### src/rtl/core/hme_pkg.sv
package hme_pkg;

  localparam int unsigned CNT_W      = 21;
  localparam int unsigned LVL_W      = 9;
  localparam int unsigned BINS       = 256;
  localparam int unsigned ADDR_W     = 8;
  localparam int unsigned PIXELS_MAX = 1048576;

  typedef enum logic [2:0] {
    CMD_COUNT_SRC = 3'd0,
    CMD_COUNT_TGT = 3'd1,
    CMD_BUILD     = 3'd2,
    CMD_MAP       = 3'd3,
    CMD_CLEAR     = 3'd4
  } cmd_t;

  localparam logic KIND_MAP   = 1'b0;
  localparam logic KIND_BUILD = 1'b1;

  localparam logic STATUS_OK  = 1'b0;
  localparam logic STATUS_BAD = 1'b1;

  typedef struct packed {
    logic [2:0] command;
    logic [7:0] pixel_value;
  } item_t;

  typedef struct packed {
    logic       result_kind;
    logic [7:0] mapped_value;
    logic       status;
  } result_t;

endpackage

### src/rtl/core/hme_front.sv
module hme_front (
  input  logic                 clk,
  input  logic                 rst_n,
  input  logic                 in_valid,
  output logic                 in_ready,
  input  hme_pkg::item_t       in_item,
  output logic                 q_valid,
  input  logic                 q_ready,
  output hme_pkg::item_t       q_item
);

  localparam int unsigned DEPTH = 4;
  localparam int unsigned PTR_W = 2;

  hme_pkg::item_t   mem_r [DEPTH];
  logic [PTR_W-1:0] wp_r, rp_r;
  logic [PTR_W:0]   cnt_r;
  logic             push, pop, legal;

  always_comb begin
    legal = (in_item.command == hme_pkg::CMD_COUNT_SRC) ||
            (in_item.command == hme_pkg::CMD_COUNT_TGT) ||
            (in_item.command == hme_pkg::CMD_BUILD) ||
            (in_item.command == hme_pkg::CMD_MAP) ||
            (in_item.command == hme_pkg::CMD_CLEAR);
  end

  assign in_ready = (cnt_r != (PTR_W+1)'(DEPTH));
  assign push     = in_valid && in_ready && legal;
  assign q_valid  = (cnt_r != '0);
  assign pop      = q_valid && q_ready;
  assign q_item   = mem_r[rp_r];

  always_ff @(posedge clk) begin
    if (push) begin
      mem_r[wp_r] <= in_item;
    end
    if (!rst_n) begin
      wp_r  <= '0;
      rp_r  <= '0;
      cnt_r <= '0;
    end else begin
      if (push) wp_r <= wp_r + 1'b1;
      if (pop) rp_r <= rp_r + 1'b1;
      cnt_r <= cnt_r + (PTR_W+1)'(push) - (PTR_W+1)'(pop);
    end
  end

endmodule

### config.mk
export PLATFORM = sky130hd
export DESIGN_NAME = hme_front
export DESIGN_NICKNAME = d
export VERILOG_FILES = /design/src/rtl/core/hme_pkg.sv /design/src/rtl/core/hme_front.sv
export SDC_FILE = /design/constraint.sdc
export NUM_CORES = 1
export LEC_CHECK = 0
export CAP_MARGIN = 5
export CORE_MARGIN = 1
export CORE_UTILIZATION = 50
export DETAILED_ROUTE_END_ITERATION = 8
export DONT_BUFFER_PORTS = 1
export PLACE_DENSITY = 0.69
export RECOVER_POWER = 100
export SLEW_MARGIN = 10
export SYNTH_ARGS = -nofsm -noshare
export SYNTH_HDL_FRONTEND = slang
export SYNTH_SLANG_ARGS = --single-unit
export TNS_END_PERCENT = 100
### constraint.sdc
create_clock -name clk -period 2.6 [get_ports clk]
set_input_delay 0.26 -clock clk [delete_from_list [all_inputs] [get_ports clk]]
set_output_delay 0.26 -clock clk [all_outputs]
set_load 0.005 [all_outputs]
### Word-level counts from Yosys, hierarchy flattened

Memories as Yosys holds them, arrays and structs flattened. A register that Yosys moved wholly into a read port is not among the register bits.
Index checks and enable logic that the tools add are counted.
Widths: inputs -> output; s select.

* bits in writable memories: 44
* latch bits: 0
* register bits after elaboration: 7
* memories kept: 1
* bits in read-only memories: 0
* word-level logic and storage cells: 26

Memories
* mem_r: depth 4, bits a word 11, rd ports 1, clocked after memory_dff 1, wr ports 1, line hme_front.sv:15 `hme_pkg::item_t mem_r [DEPTH];`

* $mul: 0
* eq/ne operators: 5
* muxes and demuxes: 4
* magnitude comparators: 0
* $add $sub $neg: 4
* reduce and logical (&&, ||, !) cells: 9
* divide/modulo/power cells: 0
* shift-type cells: 0
* bitwise logic cells: 0

Operators with widths (count)
* $eq 3x2->1 const B: 2
* $add 2x1->2 const B: 2
* $logic_or 1x1->1: 4
* $mux 2: 2
* $add 3x1->3: 1
* $eq 3x1->1 const B: 1
* $eq 3x3->1 const B: 1
* $logic_and 1x1->1: 3
* $logic_not 3->1: 1
* $ne 3x3->1 const B: 1
* $reduce_bool 3->1: 1
* $sub 3x1->3: 1
* $mux 1: 2

### Longest topological paths before layout

Gate-level depths: netlist of run 1.

* depth in word-level cells: 8
* depth in mapped cells: 11

### Least setup slack after synthesis of run 1

Ideal clock, no wire load.

* kind: register to register
* from: register cnt_r[2]
* to: register cnt_r[2]
* path buffers: 1
* arrival time: 2.199 ns
* clock period less this slack: 2.314 ns
* stages on the path, launching flop included: 12
* setup slack: 0.286 ns
* cell sequence: dfxtp_1 > or3b_1 > and3_1 > buf_6 > inv_1 > ha_1 > inv_1 > ha_1 > fa_1 > xor2_1 > xnor2_1 > and2_1

* word-level cells in the longest chain between the ends: 5
* elaborated cells on any way between the ends: 7
* those cells by class: add/sub: 2; eq/ne: 1; reduce/logical: 4

Ends and longest elaborated chain
* start, declared: line hme_front.sv:17 `logic [PTR_W:0] cnt_r;`
* start signal, assigned: line hme_front.sv:45 `cnt_r <= cnt_r + (PTR_W+1)'(push) - (PTR_W+1)'(pop);`
* $ne 3x3->1: line hme_front.sv:28 `assign in_ready = (cnt_r != (PTR_W+1)'(DEPTH));`
* via in_ready: line hme_front.sv:5 `output logic in_ready,`
* $logic_and 1x1->1 (2 in series): line hme_front.sv:29 `assign push = in_valid && in_ready && legal;`
* $add 3x1->3: line hme_front.sv:45
* $sub 3x1->3: line hme_front.sv:45

The timed path passes the listed nets, and every way through them passes these cells.
A chain may end at the register's enable or synchronous reset.

### Final worst setup path of run 1

Same ends and word-level chain as after synthesis.

==> metrics, run 1 <==
status=finished, final reports clean; Max Root-Sink Buffers=2; Worst R2R Setup Slack=0.16 ns; cell chain of the critical path=or3b_1 -> and3_1 -> inv_1 -> ha_1 -> inv_1 -> ha_1 -> fa_1 -> xor2_1 -> xnor2_1 -> and2_1; routability-driven placement congestion ratio=slightly below 0.8; CTS tree=done; Slew Limit Fails=0; share of synthesized cell area in full adder, half adder and majority cells=0.04589; Worst R2R Path Depth=10; mux cell area share after synthesis=0.1292; crit path kind=reg -> reg; Post-Synth Simple-Gate Area=0.04952; Fill cells=304; # setup viols final=0; GR Overflow Total=0; largest family of logic cells by synthesized area=multiplexers; P_sw=490.6 uW; Synth Area in Compound Gates=0.01147; Tot Pwr=1.988 mW; number of buffers created by CTS=5; initial antenna violation count=0; internal power=around 1.5 mW; Crit path largest cell delay=0.41 ns; fin crit share=0.9376; Hold Crit Start=in_item[1]; H-Tree Depth=2; CTS root buf=clkbuf_8; CTS clk-pin slew, worst paths=0.09 ns; top-area cell type share of the netlist area=0.6377; Antenna Violating Nets Remaining=0; drc violations=0; FF+latch count, synth=53; antenna cell count=0; die area=4406 sq um; FMAX=0.4102 GHz; Critical Path End Type=flip-flop; Worst Setup SP=cnt_r[2]; clk_lat worst skew=0.30 ns; pwr dens=894.0 nW/um^2; worst hold endpoint=mem_r[2][1]; Seq/Total Area, Yosys=0.7246; CP max-delay cell=or3b_1; share of layout cells above drive strength 1=0.1786; worst endpoint required time=2.80 ns; IO Pins=28; first-pass GRT wire length=4.698 mm; RSZ-0062 raised after global routing=no; EDFF count, synth=44; Final #Nets=roughly 130; Logic pwr share=0.194; Flop pwr share=0.532; GRT Total Usage=0.1610; Hold Path Class=in -> reg; Clk pwr share=0.274; Post-Synthesis Net Count=129; Sinks on Clock Net=53; Synth area leader=edfxtp_1; Critical R2R Capture=cnt_r[2]; ys flop type=edfxtp_1; P_leak=about 0.7 nW; Vias=879; Min Hold Slack=around 0.047 ns; setup bufs post-CTS=0; worst vdd ir=0.0004062 V; DP Area=2118 sq um; async set-reset flop share out of synthesis=0; Gate Count Post-Synth=107; CP Buf/Inv Count=2; detailed-route vias per instance=between 5 and 6; Hold Violations, Final=0; Max Cap Viol=0; crit-path leading delay family=simple AND/OR/NAND/NOR gates; hold depth=0; mean post-synth cell area=19.36 sq um; Post-synth top cells=44 x edfxtp_1, 11 x mux4_2, 9 x dfxtp_1; XOR/XNOR Fraction of Synth Area=0.01691; CP max FO=7; Resized Gates After CTS=0; Netlist cell types=22; Synthesis Warnings=0; relative slew slack=0.3650; number of global-route vias before repair=928; fin util=0.5558; Final Instance Area=2223 sq um; slew at the pin closest to its max-slew limit=0.9525 ns; post-DR wirelength/cell=18.20 um; clk_skew=0.006338 ns; largest net degree at the start of global routing=17; IO Port Bufs=0; drt initial violations=76; WP data arrival=roughly 2.6 ns; startpoint types=flip-flop; hold_buf cts=0; Die Span Y=between 60 and 70 um; worst r2r src=cnt_r[2]; top-count cell post-synth=edfxtp_1; FP Rows=23; Routed WL=2.949 mm; DP HPWL=1.999 mm; Starting Density=0.5180; Die W=approximately 66 um; area added between synthesis and finish=7.307%; Sw Ratio=0.2468; post-layout minimum cycle time=~2.4 ns; drt pass-1 iters=4; Core Box Area=4000 sq um; synth top area cells=edfxtp_1 64%, mux4_2 12%, dfxtp_1 8.7%, ha_1 3.6%, and2_1 1.8%; synthesized area=2072 sq um; Sum Neg Setup Slack=0 ns
-- logic make-up (layout without fill, tap and decap cells) --
kind of cell             count (synthesis)  in the layout
AO/OA/AOI/OAI                            3              3
XOR/XNOR                                 4              4
adder cells (fa/ha/maj)                  7              7
buffers and inverters                   10             15
flip-flops                              53             53
multiplexers                            13             13
AND/OR/NAND/NOR                         17             17
-- worst max-delay path by stage --
stage | to | cells after the start
after floorplan | cnt_r[2] | 11
after global placement | cnt_r[2] | 10
final | cnt_r[2] | 10
after detailed placement | cnt_r[2] | 10
after global routing | cnt_r[2] | 10
after CTS | cnt_r[2] | 10
-- state kept, by name, indices dropped and copies added, names as in the netlist, named ones only --
register  flops
mem_r        44
cnt_r         3
rp_r          2
wp_r          2
-- cell type report --
type | count | area, sq um | area share
sequential | 53 | 1501 | 0.6753
multi-input combinational | 44 | 521.8 | 0.2347
clock buffer | 6 | 72.57 | 0.03264
tap | 50 | 62.56 | 0.02814
clock inverter | 2 | 38.79 | 0.01745
inverter | 6 | 22.52 | 0.01013
timing repair buffer | 1 | 3.754 | 0.001688
-- per-layer routing --
| metal | share of wire | global-route usage |
|---|---|---|
| met1 | 0.40 | 0.1770 |
| met2 | 0.51 | 0.2640 |
| met3 | 0.070 | 0.07586 |
| met4 | 0.016 | 0.07181 |
| met5 | 0 | 0 |
-- through the flow --
stage / cells / setup slack (ns)
2_1_floorplan: 107 / 0.2862
3_3_place_gp: 154 / 0.2517
3_5_place_dp: 154 / 0.1798
4_1_cts: 162 / 0.1637
5_1_grt: 162 / 0.004363
6_report: 162 / 0.1622
-- power groups by stage --
stage	logic, mW	registers [mW]	clock network, mW
CTS	0.403	1.06	0.560
detailed placement	0.403	1.08	0
floorplan	0.348	1.06	0
global route	0.439	1.07	0.597
finish	0.385	1.06	0.544
global placement	0.390	1.07	0
-- cells in the final DEF (no fill, tap or decap) --
cell type	n
and2_0	6
and2_1	2
and3_1	1
bufinv_16	1
clkbuf_1	2
clkbuf_8	5
clkinv_4	1
dfxtp_1	9
edfxtp_1	44
fa_1	1
ha_1	6
inv_1	6
mux2i_1	2
mux4_2	11
nand2_1	4
nor2b_1	2
o21ai_0	1
o311ai_0	1
o31a_2	1
or3_2	1
or3b_1	1
xnor2_1	3
xor2_1	1
Power figures use the tool's default switching activity.
==> inputs of run 2 (changes only) <==
Settings changed: ABC_CLOCK_PERIOD_IN_PS set to 2600, CTS_BUF_LIST set to sky130_fd_sc_hd__clkbuf_4 sky130_fd_sc_hd__clkbuf_8 sky130_fd_sc_hd__clkbuf_16, SLEW_MARGIN 10 to 0.
==> run 2 against run 1 <==
Effect of this change: die area stayed put; maximum frequency is essentially flat; core utilization rose by 0.094 points; register-to-register slack barely moved; worst setup slack about the same; sequential share of layout area down 0.11 points; sequential power is essentially flat; critical endpoint unchanged; non-clock buffer count unchanged; global-route usage is 0.075 points higher; count of clock-buffer cells in the layout did not move.
==> metrics, run 2 (synthesis gave the netlist of run 1 again) <==
Sum Neg Setup Slack=0 ns; Biggest register=mem_r; CTS tree=done; worst vdd ir=roughly 0.00041 V; Antenna Violating Nets Remaining=0; largest net degree at the start of global routing=17; PnR worst setup slack=~0.16 ns; Resized Gates After CTS=0; post-layout minimum cycle time=2.438 ns; routability-driven placement congestion ratio=a little under 0.8; Cell Count, Final, Fillers Out=162; fin crit share=0.9376; area added between synthesis and finish=7.488%; drc violations=0; Max Cap Viol=0; IO Pins=28; Slew Limit Fails=0; max FFs per register=44; number of global-route vias before repair=933; Vias=881; status=finished, final reports clean; first-pass GRT wire length=4.719 mm; Tot Pwr=between 2 and 2.5 mW; crit path kind=reg -> reg; share of layout cells above drive strength 1=0.1875; pwr dens=898.2 nW/um^2; FP Rows=23; CTS root buf=clkbuf_8; # setup viols final=0; Sinks on Clock Net=53; most common cell after layout, fill and taps aside=edfxtp_1; hold_buf cts=0; worst endpoint required time=2.80 ns; drt pass-1 iters=4; number of buffers created by CTS=5; GRT Total Usage=0.1617; IO Port Bufs=0; initial antenna violation count=0; Die W=66.38 um; drt initial violations=between 80 and 90; FMAX=0.4102 GHz; DP Area=2118 sq um; relative slew slack=0.3645; Starting Density=0.5180; Die Span Y=66.38 um; Routed WL=2.959 mm; Hold Path Class=in -> reg; Min Hold Slack=0.04506 ns; Final #Nets=approximately 130; DP HPWL=1.999 mm; Top Registers=mem_r: 44 flops, cnt_r: 3 flops; antenna cell count=0; CTS clk-pin slew, worst paths=roughly 0.09 ns; post-DR wirelength/cell=18.27 um; dpl cells=around 150; Core Box Area=4000 sq um; worst slack at placement=about 0.18 ns; most frequent cells in the layout=44 x edfxtp_1, 11 x mux4_2, 9 x dfxtp_1; clk_lat worst skew=~0.3 ns; Critical Path End Type=flip-flop; WP data arrival=2.64 ns; H-Tree Depth=2; setup bufs post-CTS=0; Max Root-Sink Buffers=2; die area=4406 sq um; clk_skew=0.007660 ns; fin util=0.5568; RSZ-0062 raised after global routing=no; Fill cells=302; GR Overflow Total=0; slew at the pin closest to its max-slew limit=0.9532 ns; Final Instance Area=2227 sq um; startpoint types=flip-flop; P_leak=approximately 0.72 nW; CP max FO=7; Hold Violations, Final=0; detailed-route vias per instance=5.438
## run 2: critical path: stages (launching register included)
cell and delay [ns]:
dfxtp_1 0.40, or3b_1 0.41, and3_1 0.28, inv_1 0.08, ha_1 0.12, inv_1 0.04, ha_1 0.18, fa_1 0.38
xor2_1 0.17, xnor2_1 0.13, and2_1 0.15
## run 2: final cells by class
class,instances,area (sq um),area share
Sequential cell,53,1501,0.6742
Clock inverter,2,38.79,0.01742
Tap cell,50,62.56,0.02809
Clock buffer,6,76.32,0.03427
Inverter,6,22.52,0.01011
Timing Repair Buffer,1,3.754,0.001685
Multi-Input combinational cell,44,521.8,0.2343
## run 2: power by group
part	switching [mW]	internal (mW)	leakage [nW]
sequential	0.0542	1.00	0.474
combinational	0.182	0.204	0.191
clock	0.257	0.300	0.0588
## run 2: path summary, 6_finish.rpt
| check | start | end | slack [ns] | depth (start not counted) |
|---|---|---|---|---|
| setup / recovery | cnt_r[2] | cnt_r[2] | 0.16 | 10 |
| hold / removal | in_item[1] | mem_r[2][1] | 0.05 | 0 |
| setup reg to reg | cnt_r[2] | cnt_r[2] | 0.16 | 10 |
| hold reg to reg | wp_r[0] | wp_r[0] | 0.52 | 2 |
## run 2: routing by layer
layer	vias up	track usage	routed length (um)
met4	0	0.07181	46
met2	28	0.2640	1522
met3	6	0.07586	214
met5	-	0	0
li1	412	-	-
met1	435	0.1794	1176
